[src/design/nmea_sentence_checksum_framer_top_assert.svh]
// ---------------------------------------------------------------------------
// NMEA sentence framer assertion macros
// Shorthand for the concurrent checks at the end of the framer top level.
// ---------------------------------------------------------------------------
`ifndef NMEA_SENTENCE_CHECKSUM_FRAMER_TOP_ASSERT_SVH
`define NMEA_SENTENCE_CHECKSUM_FRAMER_TOP_ASSERT_SVH

// Same-cycle implication, disabled in reset.
`define NSCF_ASSERT_NOW(label, clk, rst, ante, cons, msg) \
   label: assert property (@(posedge clk) disable iff (rst) (ante) |-> (cons)) \
      else $error(msg);

// Next-cycle implication, disabled in reset.
`define NSCF_ASSERT_NEXT(label, clk, rst, ante, cons, msg) \
   label: assert property (@(posedge clk) disable iff (rst) (ante) |=> (cons)) \
      else $error(msg);

`endif

[src/design/nscf_pkg.sv]
// ---------------------------------------------------------------------------
// NMEA sentence framer package
// Types, framing characters and the hex digit decoder.
// ---------------------------------------------------------------------------
`timescale 1ns / 1ps

package nscf_pkg;

   localparam int COUNT_WIDTH  = 8;
   localparam int LENGTH_WIDTH = 7;

   typedef logic [7:0]             byte_type;
   typedef logic [COUNT_WIDTH-1:0] count_type;
   typedef logic [31:0]            total_type;
   typedef logic [4:0]             hex_type;

   localparam byte_type  START_MARK      = 8'h24;
   localparam byte_type  END_MARK        = 8'h0D;
   localparam count_type MIN_GOOD_LENGTH = 8'd6;
   localparam count_type KIND_POSITION   = 8'd3;
   localparam count_type XOR_FIRST_POS   = 8'd4;
   localparam hex_type   HEX_INVALID     = 5'd16;

   // Decode one ASCII hex digit, either case; HEX_INVALID for anything else.
   function automatic hex_type hex_value(input byte_type c);
      hex_type v;
      v = HEX_INVALID;
      if (c >= 8'h30 && c <= 8'h39) begin
         v = hex_type'(c - 8'h30);
      end else if (c >= 8'h41 && c <= 8'h46) begin
         v = hex_type'(c - 8'h37);
      end else if (c >= 8'h61 && c <= 8'h66) begin
         v = hex_type'(c - 8'h57);
      end
      return v;
   endfunction

endpackage

[src/design/nmea_sentence_checksum_framer_top.sv]
// ---------------------------------------------------------------------------
// NMEA sentence checksum framer
// Frames '$' ... CR sentences from a byte stream and checks the hex checksum.
// ---------------------------------------------------------------------------
// Takes one received byte per cycle on req_ (while req_ready is high) and,
// for each sentence that ends in CR, gives one result item on rsp_:
// pass/fail, the computed XOR of the bytes after '$' up to the checksum
// marker (not checked to be '*'), the two-digit hex checksum received (0 if
// a digit is not hex), the byte at position 3, the length modulo 128, and the
// running pass and fail totals. Bytes outside a sentence give no item, and a
// sentence that reaches MAX_FRAME_BYTES bytes without a CR is dropped with no
// item. Throughput is one byte per clock while req_ready is high; a CR passes
// through the input register, then loads the result register that drives
// rsp_. req_ready drops only while a finished result waits in the result
// register and the byte in the input register is the CR of the next sentence.
`timescale 1ns / 1ps

`include "nmea_sentence_checksum_framer_top_assert.svh"

module nmea_sentence_checksum_framer_top
   import nscf_pkg::*;
#(
   parameter int MAX_FRAME_BYTES = 91
) (
   input  logic                    clock,
   input  logic                    reset,
   input  logic                    req_valid,
   output logic                    req_ready,
   input  logic [7:0]              req_rx_byte,
   output logic                    rsp_valid,
   input  logic                    rsp_ready,
   output logic                    rsp_checksum_ok,
   output logic [7:0]              rsp_computed_sum,
   output logic [7:0]              rsp_received_sum,
   output logic [7:0]              rsp_sentence_letter,
   output logic [LENGTH_WIDTH-1:0] rsp_frame_length,
   output logic [31:0]             rsp_pass_total,
   output logic [31:0]             rsp_fail_total
);

   localparam count_type MaxCount = count_type'(MAX_FRAME_BYTES);

   // Input register
   logic      in_valid_ff, in_valid_in;
   byte_type  in_byte_ff,  in_byte_in;

   // Framer state
   logic      in_frame_ff,    in_frame_in;
   count_type byte_count_ff,  byte_count_in;
   byte_type  running_xor_ff, running_xor_in;
   byte_type  tail_ff [3];
   byte_type  tail_in [3];
   byte_type  kind_letter_ff, kind_letter_in;
   total_type pass_ff,        pass_in;
   total_type fail_ff,        fail_in;

   // Result register
   logic      rsp_valid_ff,   rsp_valid_in;
   logic      ok_ff,          ok_in;
   byte_type  comp_ff,        comp_in;
   byte_type  recv_ff,        recv_in;
   byte_type  letter_ff,      letter_in;
   logic [LENGTH_WIDTH-1:0] length_ff, length_in;
   total_type pass_out_ff,    pass_out_in;
   total_type fail_out_ff,    fail_out_in;

   logic      out_free;
   logic      is_end;
   logic      makes_result;
   logic      fire;
   count_type count_next;
   hex_type   hi_digit;
   hex_type   lo_digit;
   logic      digits_ok;
   byte_type  recv_value;
   logic      frame_ok;

   // Result slot frees when empty or being taken this cycle.
   assign out_free     = !rsp_valid_ff || rsp_ready;
   assign is_end       = (in_byte_ff == END_MARK);
   assign makes_result = in_frame_ff && is_end;
   // Hold the staged byte only when it would overwrite a waiting result.
   assign fire         = in_valid_ff && (!makes_result || out_free);
   assign req_ready    = !in_valid_ff || fire;

   assign count_next = byte_count_ff + count_type'(1);
   assign hi_digit   = hex_value(tail_ff[1]);
   assign lo_digit   = hex_value(tail_ff[2]);
   assign digits_ok  = !hi_digit[4] && !lo_digit[4];
   assign recv_value = digits_ok ? {hi_digit[3:0], lo_digit[3:0]} : 8'h00;
   assign frame_ok   = digits_ok && (count_next >= MIN_GOOD_LENGTH) &&
                       (recv_value == running_xor_ff);

   // Stage the incoming byte.
   always_comb begin
      in_valid_in = in_valid_ff;
      in_byte_in  = in_byte_ff;
      if (req_valid && req_ready) begin
         in_valid_in = 1'b1;
         in_byte_in  = req_rx_byte;
      end else if (fire) begin
         in_valid_in = 1'b0;
      end
   end

   // Advance the framer on the staged byte.
   always_comb begin
      in_frame_in    = in_frame_ff;
      byte_count_in  = byte_count_ff;
      running_xor_in = running_xor_ff;
      tail_in        = tail_ff;
      kind_letter_in = kind_letter_ff;
      pass_in        = pass_ff;
      fail_in        = fail_ff;
      if (fire) begin
         if (!in_frame_ff) begin
            // Hunt: open a frame on '$', drop everything else.
            if (in_byte_ff == START_MARK) begin
               in_frame_in    = 1'b1;
               byte_count_in  = count_type'(1);
               running_xor_in = 8'h00;
               tail_in        = '{8'h00, 8'h00, 8'h00};
               kind_letter_in = 8'h00;
            end
         end else begin
            byte_count_in = count_next;
            if (is_end) begin
               in_frame_in = 1'b0;
               if (frame_ok) begin
                  pass_in = pass_ff + 32'd1;
               end else begin
                  fail_in = fail_ff + 32'd1;
               end
            end else begin
               if (byte_count_ff == KIND_POSITION) begin
                  kind_letter_in = in_byte_ff;
               end
               // Fold the oldest tail byte once it can no longer be checksum text.
               if (byte_count_ff >= XOR_FIRST_POS) begin
                  running_xor_in = running_xor_ff ^ tail_ff[0];
               end
               tail_in[0] = tail_ff[1];
               tail_in[1] = tail_ff[2];
               tail_in[2] = in_byte_ff;
               // Drop an overlong frame.
               if (count_next >= MaxCount) begin
                  in_frame_in = 1'b0;
               end
            end
         end
      end
   end

   // Load the result register on CR, clear it when taken.
   always_comb begin
      rsp_valid_in = rsp_valid_ff;
      ok_in        = ok_ff;
      comp_in      = comp_ff;
      recv_in      = recv_ff;
      letter_in    = letter_ff;
      length_in    = length_ff;
      pass_out_in  = pass_out_ff;
      fail_out_in  = fail_out_ff;
      if (fire && makes_result) begin
         rsp_valid_in = 1'b1;
         ok_in        = frame_ok;
         comp_in      = running_xor_ff;
         recv_in      = recv_value;
         letter_in    = kind_letter_ff;
         length_in    = count_next[LENGTH_WIDTH-1:0];
         pass_out_in  = pass_in;
         fail_out_in  = fail_in;
      end else if (rsp_ready) begin
         rsp_valid_in = 1'b0;
      end
   end

   always_ff @(posedge clock) begin
      if (reset) begin
         in_valid_ff    <= 1'b0;
         in_frame_ff    <= 1'b0;
         byte_count_ff  <= '0;
         running_xor_ff <= '0;
         tail_ff        <= '{8'h00, 8'h00, 8'h00};
         kind_letter_ff <= '0;
         pass_ff        <= '0;
         fail_ff        <= '0;
         rsp_valid_ff   <= 1'b0;
      end else begin
         in_valid_ff    <= in_valid_in;
         in_frame_ff    <= in_frame_in;
         byte_count_ff  <= byte_count_in;
         running_xor_ff <= running_xor_in;
         tail_ff        <= tail_in;
         kind_letter_ff <= kind_letter_in;
         pass_ff        <= pass_in;
         fail_ff        <= fail_in;
         rsp_valid_ff   <= rsp_valid_in;
      end
   end

   // Payload registers, no reset.
   always_ff @(posedge clock) begin
      in_byte_ff  <= in_byte_in;
      ok_ff       <= ok_in;
      comp_ff     <= comp_in;
      recv_ff     <= recv_in;
      letter_ff   <= letter_in;
      length_ff   <= length_in;
      pass_out_ff <= pass_out_in;
      fail_out_ff <= fail_out_in;
   end

   assign rsp_valid           = rsp_valid_ff;
   assign rsp_checksum_ok     = ok_ff;
   assign rsp_computed_sum    = comp_ff;
   assign rsp_received_sum    = recv_ff;
   assign rsp_sentence_letter = letter_ff;
   assign rsp_frame_length    = length_ff;
   assign rsp_pass_total      = pass_out_ff;
   assign rsp_fail_total      = fail_out_ff;

   // A passing result always carries matching sums.
   `NSCF_ASSERT_NOW(a_pass_sums_match, clock, reset,
      rsp_valid && rsp_checksum_ok, rsp_received_sum == rsp_computed_sum,
      "passing item with mismatched sums")
   // Each closed frame bumps exactly one of the two totals.
   `NSCF_ASSERT_NEXT(a_one_total_step, clock, reset,
      fire && makes_result,
      32'(pass_ff + fail_ff) == 32'($past(pass_ff + fail_ff) + 32'd1),
      "closed frame did not advance exactly one total")
   // An open frame never holds the limit count.
   `NSCF_ASSERT_NOW(a_count_in_range, clock, reset,
      in_frame_ff, byte_count_ff < MaxCount,
      "open frame at or past the length limit")

endmodule

[config.mk]
export PLATFORM = sky130hd
export DESIGN_NAME = nmea_sentence_checksum_framer_top
export DESIGN_NICKNAME = d
export VERILOG_FILES = /design/src/design/nscf_pkg.sv /design/src/design/nmea_sentence_checksum_framer_top.sv
export VERILOG_INCLUDE_DIRS = /design/src /design/src/design
export SDC_FILE = /design/constraint.sdc
export NUM_CORES = 1
export LEC_CHECK = 0
export BUFFER_PORTS_ARGS = -buffer_cell sky130_fd_sc_hd__buf_4
export CAP_MARGIN = 10
export CORE_MARGIN = 2
export CORE_UTILIZATION = 50
export DETAILED_ROUTE_END_ITERATION = 8
export PLACE_DENSITY = 0.74
export REMOVE_ABC_BUFFERS = 1
export SLEW_MARGIN = 20
export SYNTH_ARGS = -nofsm -noshare
export SYNTH_HDL_FRONTEND = slang
export SYNTH_SLANG_ARGS = --single-unit
[constraint.sdc]
create_clock -name clock -period 3.95 [get_ports clock]
set_input_delay 0.395 -clock clock [delete_from_list [all_inputs] [get_ports clock]]
set_output_delay 0.395 -clock clock [all_outputs]
set_load 0.02 [all_outputs]
==> impl_metrics.env, run 1 <==
export IMPL_nets=1101
export IMPL_crit_type="flip-flop to flip-flop"
export IMPL_drive_above_1_share=0.1782
export IMPL_wl_um=22050
export IMPL_r2r_start="tail_ff[8]$_SDFFE_PP0P_"
export IMPL_layout_common_cells="120 x buf_4, 115 x dfxtp_1, 111 x nor2_1"
export IMPL_rows=52
export IMPL_synth_edf_count=104
export IMPL_hold_viol=0
export IMPL_cp_end_kind="flip-flop"
export IMPL_finalPower_w=0.004847
export IMPL_synth_cell_types=74
export IMPL_final_core_util=0.6024
export IMPL_hpwl_um=14910
export IMPL_start_util=0.5051
export IMPL_max_freq_mhz=277.4
export IMPL_maxSlewHeadroom=0.4672
export IMPL_setup_viol=0
export IMPL_n_antenna_cell=0
export IMPL_dieArea_mm2=0.02140
export IMPL_detail_route_wl_per_cell_um=16.17
export IMPL_synthToLayoutAreaGrowth_pct=19.26
export IMPL_slew_violations=0
export IMPL_min_period_ns=3.605
export IMPL_vias=7583
export IMPL_fin_area_mm2=0.01207
export IMPL_syn_area_mm2=0.01012
export IMPL_post_route_drc_count=0
export IMPL_grt_pass1_wl_um=35880
export IMPL_io_pin_count=110
export IMPL_tightest_slew_ns=0.7919
export IMPL_worst_r2r_endpoint="pass_ff[31]$_SDFF_PP0_"
export IMPL_critPathCapture="pass_ff[31]$_SDFF_PP0_"
export IMPL_critical_path_startpoint="tail_ff[8]$_SDFFE_PP0P_"
export IMPL_grt_pass1_vias=7077
export IMPL_final_common_cell="buf_4"
export IMPL_yosysTopAreaCell="edfxtp_1"
export IMPL_rsz0062_at_grt="no"
export IMPL_critical_path_max_fanout=18
export IMPL_gp_congestion=0.9143
export IMPL_fp_dieW_um=146.3
export IMPL_outcome="finished clean"
export IMPL_grt_usage=0.2026
export IMPL_grt_ovfl_total=0
export IMPL_async_reset_ff_frac=0
export IMPL_worstPathArrival_ns=4.01
export IMPL_fin_crit_sh=0.9127
export IMPL_power_leakage_nw=4.346
export IMPL_cts_hold_fix_buffers=0
export IMPL_setup_ws_ns=0.3448
export IMPL_place_area_mm2=0.01121
export IMPL_ir_drop_mv=0.3335
export IMPL_cts_buffers=23
export IMPL_grt_max_degree=72
export IMPL_path_clk_slew_ns=0.07
export IMPL_powerDensity_mw_per_mm2=401.5
export IMPL_seq_area_frac_synth=0.5360
export IMPL_root_buffer="clkbuf_16"
export IMPL_finClkSkew_ns=0.01225
export IMPL_cts_tree="yes"
export IMPL_dr_pass1_iters=6
export IMPL_die_height_um=146.3
export IMPL_synth_area_leaders="edfxtp_1 31%, dfxtp_1 23%, nor2_1 4.1%"
export IMPL_reg2reg_slack_ns=0.34
export IMPL_worstSetupStartpointType="flip-flop"
export IMPL_drtIter0Drc=475
export IMPL_clk_path_buf_depth=3
export IMPL_worst_ep_required_time_ns=4.35
export IMPL_coreArea_mm2=0.02004
export IMPL_maxCapViolCount=0
export IMPL_yosysWarningCount=0
export IMPL_place_ws_ns=0.1672
export IMPL_synth_flop_cell="dfxtp_1"
export IMPL_cts_num_sinks=219
export IMPL_grt_antenna_before_repair=0
export IMPL_syn_inst=979
export IMPL_synth_top_cell_area_share=0.3085
export IMPL_io_buffers=109
export IMPL_hold_class="input pin to flip-flop"
export IMPL_clk_latency_ns=0.52
export IMPL_syn_area_per_cell_um2=10.34
export IMPL_htreeDepth=1
export IMPL_viasPerCell=5.559
export IMPL_antenna_left=0
export IMPL_reg2reg_depth=10
export IMPL_ys_ff_latch=219
==> through the flow <==
stage / instances / setup TNS, ns / hold WS (ns)
after global routing: 1364 / 0 / 0.04645
final: 1364 / 0 / 0.05785
after detailed placement: 1322 / 0 / 0.4214
after CTS: 1364 / 0 / 0.04110
after global placement: 1322 / 0 / 0.4190
after floorplan: 930 / -3.077 / 0.4076
==> synth_stat cells (all sizes together), types with 9 or more instances <==
cell and n:
xor2 13, and2 17, xnor2 37, o21ai 31, nor3 13, nand3 33, a31oi 20, nor2 111
nand2 73, clkbuf 37, o31ai 9, and3 16, dfxtp 115, buf 12, nor2b 48, nand4 24
inv 21, ha 12, edfxtp 104, a21oi 51, mux2i 13, or3 25, or4 15, mux2 33
==> worst max-delay path, stage by stage, from the launching register on <==
cell,delay (ns)
dfxtp_1,0.47
inv_1,0.12
ha_1,0.28
nor3b_1,0.27
o2111a_1,0.20
a2111oi_0,0.06
buf_4,0.17
nor4_2,0.55
nand4_2,0.55
nor4_2,0.46
mux2_1,0.35
==> what timing repair did <==
| item | 4_1_cts | 5_1_grt |
|---|---|---|
| buffers inserted | 0 | 0 |
| setup endpoints to repair | 0 | 21 |
| endpoints found under the hold margin | 0 | 0 |
| resized for setup | 0 | 1 |
==> registers in the layout (all words and copies together), names as in the netlist <==
register	flops
rsp_sentence_letter	8
fail_ff	32
rsp_received_sum	8
rsp_valid	1
in_valid_ff	1
byte_count_ff	8
in_byte_ff	8
rsp_checksum_ok	1
tail_ff	24
running_xor_ff	8
rsp_pass_total	32
rsp_frame_length	7
rsp_computed_sum	8
pass_ff	32
in_frame_ff	1
rsp_fail_total	32
kind_letter_ff	8
==> cell families after synthesis <==
group           Yosys count  synth area share
simple gates            418            0.2247
flops                   219            0.5360
compound gates          164            0.1042
buf+inv                  70           0.02744
xor+xnor                 50           0.04326
mux                      46           0.04957
fa+ha+maj                12           0.01483
==> layout make-up <==
| cell class | count | area, um^2 |
|---|---|---|
| Fill cell | 1683 | 7968 |
| Sequential cell | 219 | 5425 |
| Multi-Input combinational cell | 690 | 4431 |
| Timing Repair Buffer | 122 | 940.9 |
| Clock buffer | 26 | 606.8 |
| Tap cell | 270 | 337.8 |
| Clock inverter | 16 | 251.5 |
| Inverter | 21 | 78.83 |
==> metal layers <==
layer / wire (um) / global-route usage
met1: 10110 / 0.2885
met2: 10160 / 0.3241
met3: 1353 / 0.03375
met4: 427 / 0.05291
met5: 0 / 0
==> power by group <==
group | internal [W] | total [W] | switching, W
sequential | 0.00236 | 0.00237 | 0.00000528
clock | 0.00151 | 0.00243 | 0.000918
combinational | 0.0000157 | 0.0000513 | 0.0000356
total | 0.00389 | 0.00485 | 0.000959
==> worst min path at each step <==
stage / start / to / slack, ns / depth (start not counted)
after floorplan: kind_letter_ff[0]$_SDFFE_PP0P_ / rsp_sentence_letter[0]$_DFFE_PP_ / 0.41 / 0
after global placement: kind_letter_ff[2]$_SDFFE_PP0P_ / rsp_sentence_letter[2]$_DFFE_PP_ / 0.42 / 0
after detailed placement: kind_letter_ff[3]$_SDFFE_PP0P_ / rsp_sentence_letter[3]$_DFFE_PP_ / 0.42 / 0
after CTS: req_rx_byte[1] / in_byte_ff[1]$_DFFE_PP_ / 0.04 / 1
after global routing: req_rx_byte[1] / in_byte_ff[1]$_DFFE_PP_ / 0.05 / 1
final: req_rx_byte[1] / in_byte_ff[1]$_DFFE_PP_ / 0.06 / 1
Power figures use the tool's default switching activity.
==> run 2, diff against run 1 <==
CORE_UTILIZATION = 59   (was 50)
PLACE_DENSITY = 0.82   (was 0.74)
clock period = 3.4 ns   (was 3.95 ns; I/O delays follow)
==> run 2 against run 1 <==
Register-to-register slack got worse by 0.29 ns. Cell count decreased by 2.2%. Critical path type unchanged. Critical endpoint is now fail_ff[17]$_SDFF_PP0_. Total power grew 8.9%.
==> impl_metrics.env, run 2 (synthesis results as in run 1) <==
export IMPL_outcome="finished clean"
export IMPL_nets=1122
export IMPL_root_buffer="clkbuf_16"
export IMPL_grt_usage=0.2383
export IMPL_cts_tree="yes"
export IMPL_path_clk_slew_ns=0.06
export IMPL_clk_path_buf_depth=3
export IMPL_viasPerCell=5.774
export IMPL_critical_path_max_stage_delay_ns=0.58
export IMPL_n_antenna_cell=0
export IMPL_slew_violations=0
export IMPL_die_height_um=135.0
export IMPL_cts_num_sinks=219
export IMPL_finClkSkew_ns=0.01144
export IMPL_tightest_slew_ns=0.7614
export IMPL_post_route_drc_count=0
export IMPL_hpwl_um=14920
export IMPL_vias=7703
export IMPL_synthToLayoutAreaGrowth_pct=19.54
export IMPL_antenna_left=0
export IMPL_detail_route_wl_per_cell_um=16.38
export IMPL_dieArea_mm2=0.01822
export IMPL_gp_congestion=0.9401
export IMPL_whs_ns=0.01025
export IMPL_grt_pass1_vias=7291
export IMPL_cp_slowest_cell="or4_1"
export IMPL_comb_power_share=0.012
export IMPL_multi_input_area_mm2=0.004467
export IMPL_clkPwrFrac=0.467
export IMPL_reg2reg_slack_ns=0.06
export IMPL_rows=47
export IMPL_cp_end_kind="flip-flop"
export IMPL_dr_pass1_iters=5
export IMPL_worst_ep_required_time_ns=3.78
export IMPL_grt_pass1_wl_um=35440
export IMPL_start_util=0.6061
export IMPL_coreArea_mm2=0.01670
export IMPL_fp_dieW_um=135.0
export IMPL_power_leakage_nw=4.418
export IMPL_cts_buffers=23
export IMPL_layout_common_cells="139 x buf_4, 114 x dfxtp_1, 111 x nor2_1"
export IMPL_swShare=0.1971
export IMPL_drive_above_1_share=0.1894
export IMPL_maxSlewHeadroom=0.4885
export IMPL_min_to="in_byte_ff[5]$_DFFE_PP_"
export IMPL_setup_viol=0
export IMPL_fillers=1217
export IMPL_maxCapViolCount=0
export IMPL_p_sw_w=0.001041
export IMPL_grt_antenna_before_repair=0
export IMPL_hold_class="input pin to flip-flop"
export IMPL_holdPathStages=1
export IMPL_powerDensity_mw_per_mm2=436.2
export IMPL_clk_latency_ns=0.50
export IMPL_grt_max_degree=65
export IMPL_crit_type="flip-flop to flip-flop"
export IMPL_htreeDepth=1
export IMPL_fin_area_mm2=0.01210
export IMPL_drtIter0Drc=538
export IMPL_internal_power_w=0.004238
export IMPL_grt_ovfl_total=0
export IMPL_final_common_cell="buf_4"
export IMPL_seq_power_share=0.522
export IMPL_wl_um=21850
export IMPL_reg2reg_depth=9
export IMPL_final_core_util=0.7245
export IMPL_fin_crit_sh=0.9829
export IMPL_r2r_start="byte_count_ff[0]$_SDFFE_PP0P_"
export IMPL_worstSetupStartpointType="flip-flop"
export IMPL_seq_area_mm2=0.005426
export IMPL_io_pin_count=110
export IMPL_hold_viol=0
export IMPL_min_period_ns=3.342
export IMPL_path_cells="inv_1, ha_1, a2111o_1, a211oi_1, a221oi_1, buf_4, and4_4, or4_1, mux2_1"
export IMPL_max_freq_mhz=299.2
export IMPL_critical_path_max_fanout=12
export IMPL_place_area_mm2=0.01128
export IMPL_worstPathArrival_ns=3.73
export IMPL_worst_r2r_endpoint="fail_ff[17]$_SDFF_PP0_"
export IMPL_io_buffers=109
export IMPL_ir_drop_mv=0.3116
export IMPL_hp_start="req_rx_byte[5]"
run 2: worst max-delay path by stage:
stage                                   from                        end  slack, ns  cells after the start
2_1_floorplan        in_byte_ff[4]$_DFFE_PP_  rsp_checksum_ok$_DFFE_PP_      -0.58                      3
3_3_place_gp         in_byte_ff[4]$_DFFE_PP_     pass_ff[17]$_SDFF_PP0_       0.14                      8
3_5_place_dp         in_byte_ff[4]$_DFFE_PP_     pass_ff[27]$_SDFF_PP0_       0.06                      8
4_1_cts              in_byte_ff[4]$_DFFE_PP_     pass_ff[27]$_SDFF_PP0_       0.05                      8
5_1_grt              tail_ff[0]$_SDFFE_PP0P_     fail_ff[17]$_SDFF_PP0_      -0.01                     11
6_report       byte_count_ff[0]$_SDFFE_PP0P_     fail_ff[17]$_SDFF_PP0_       0.06                      9
run 2: per-layer routing:
layer,wire length (um),GRT usage,vias up,share of wire
met3,1366,0.04204,30,0.063
met2,10090,0.3804,232,0.46
met1,9998,0.3365,3650,0.46
met5,0,0,-,0
li1,-,-,3791,-
met4,393,0.06887,0,0.018
run 2: area by class of cell:
| cell class | count | area share |
|---|---|---|
| clock buffers | 33 | 0.05325 |
| clock inverters | 8 | 0.007859 |
| inverters | 21 | 0.006514 |
| multi-input cells | 690 | 0.3691 |
| flip-flops and latches | 219 | 0.4485 |
| well taps | 220 | 0.02275 |
| repair buffers | 143 | 0.09203 |
run 2: timing repair:
item	CTS	global route
hold buffers	1	0
pin swaps	0	2
resized for setup	1	9
setup buffers	0	3
endpoints found under the hold margin	1	0
endpoints found under the setup margin	1	22
run 2: critical path, delay by kind of cell, from the launching register on:
kind,cells,cell delay [ns]
adders and majority gates,1,0.35
muxes,1,0.33
and+or+nand+nor,2,0.83
AOI/OAI and AO/OA,3,0.90
buffers and inverters,2,0.34
DFF,1,0.46
run 2: metrics by stage:
stage          total power [W]  instances  setup TNS [ns]  setup slack (ns)
3_3_place_gp          0.002868       1289               0            0.1362
6_report              0.005279       1334               0           0.05815
2_1_floorplan         0.002824        930          -80.20           -0.5821
5_1_grt               0.005416       1334        -0.01089          -0.01089
4_1_cts               0.005310       1331               0           0.04825
3_5_place_dp          0.002870       1289               0           0.06412
run 2: power by group through the flow:
stage	Clock, W	Sequential, W	Combinational [W]
global route	0.00260	0.00275	0.0000677
CTS	0.00250	0.00275	0.0000611
global placement	0	0.00281	0.0000584
finish	0.00246	0.00275	0.0000610
detailed placement	0	0.00281	0.0000599
floorplan	0	0.00281	0.0000160
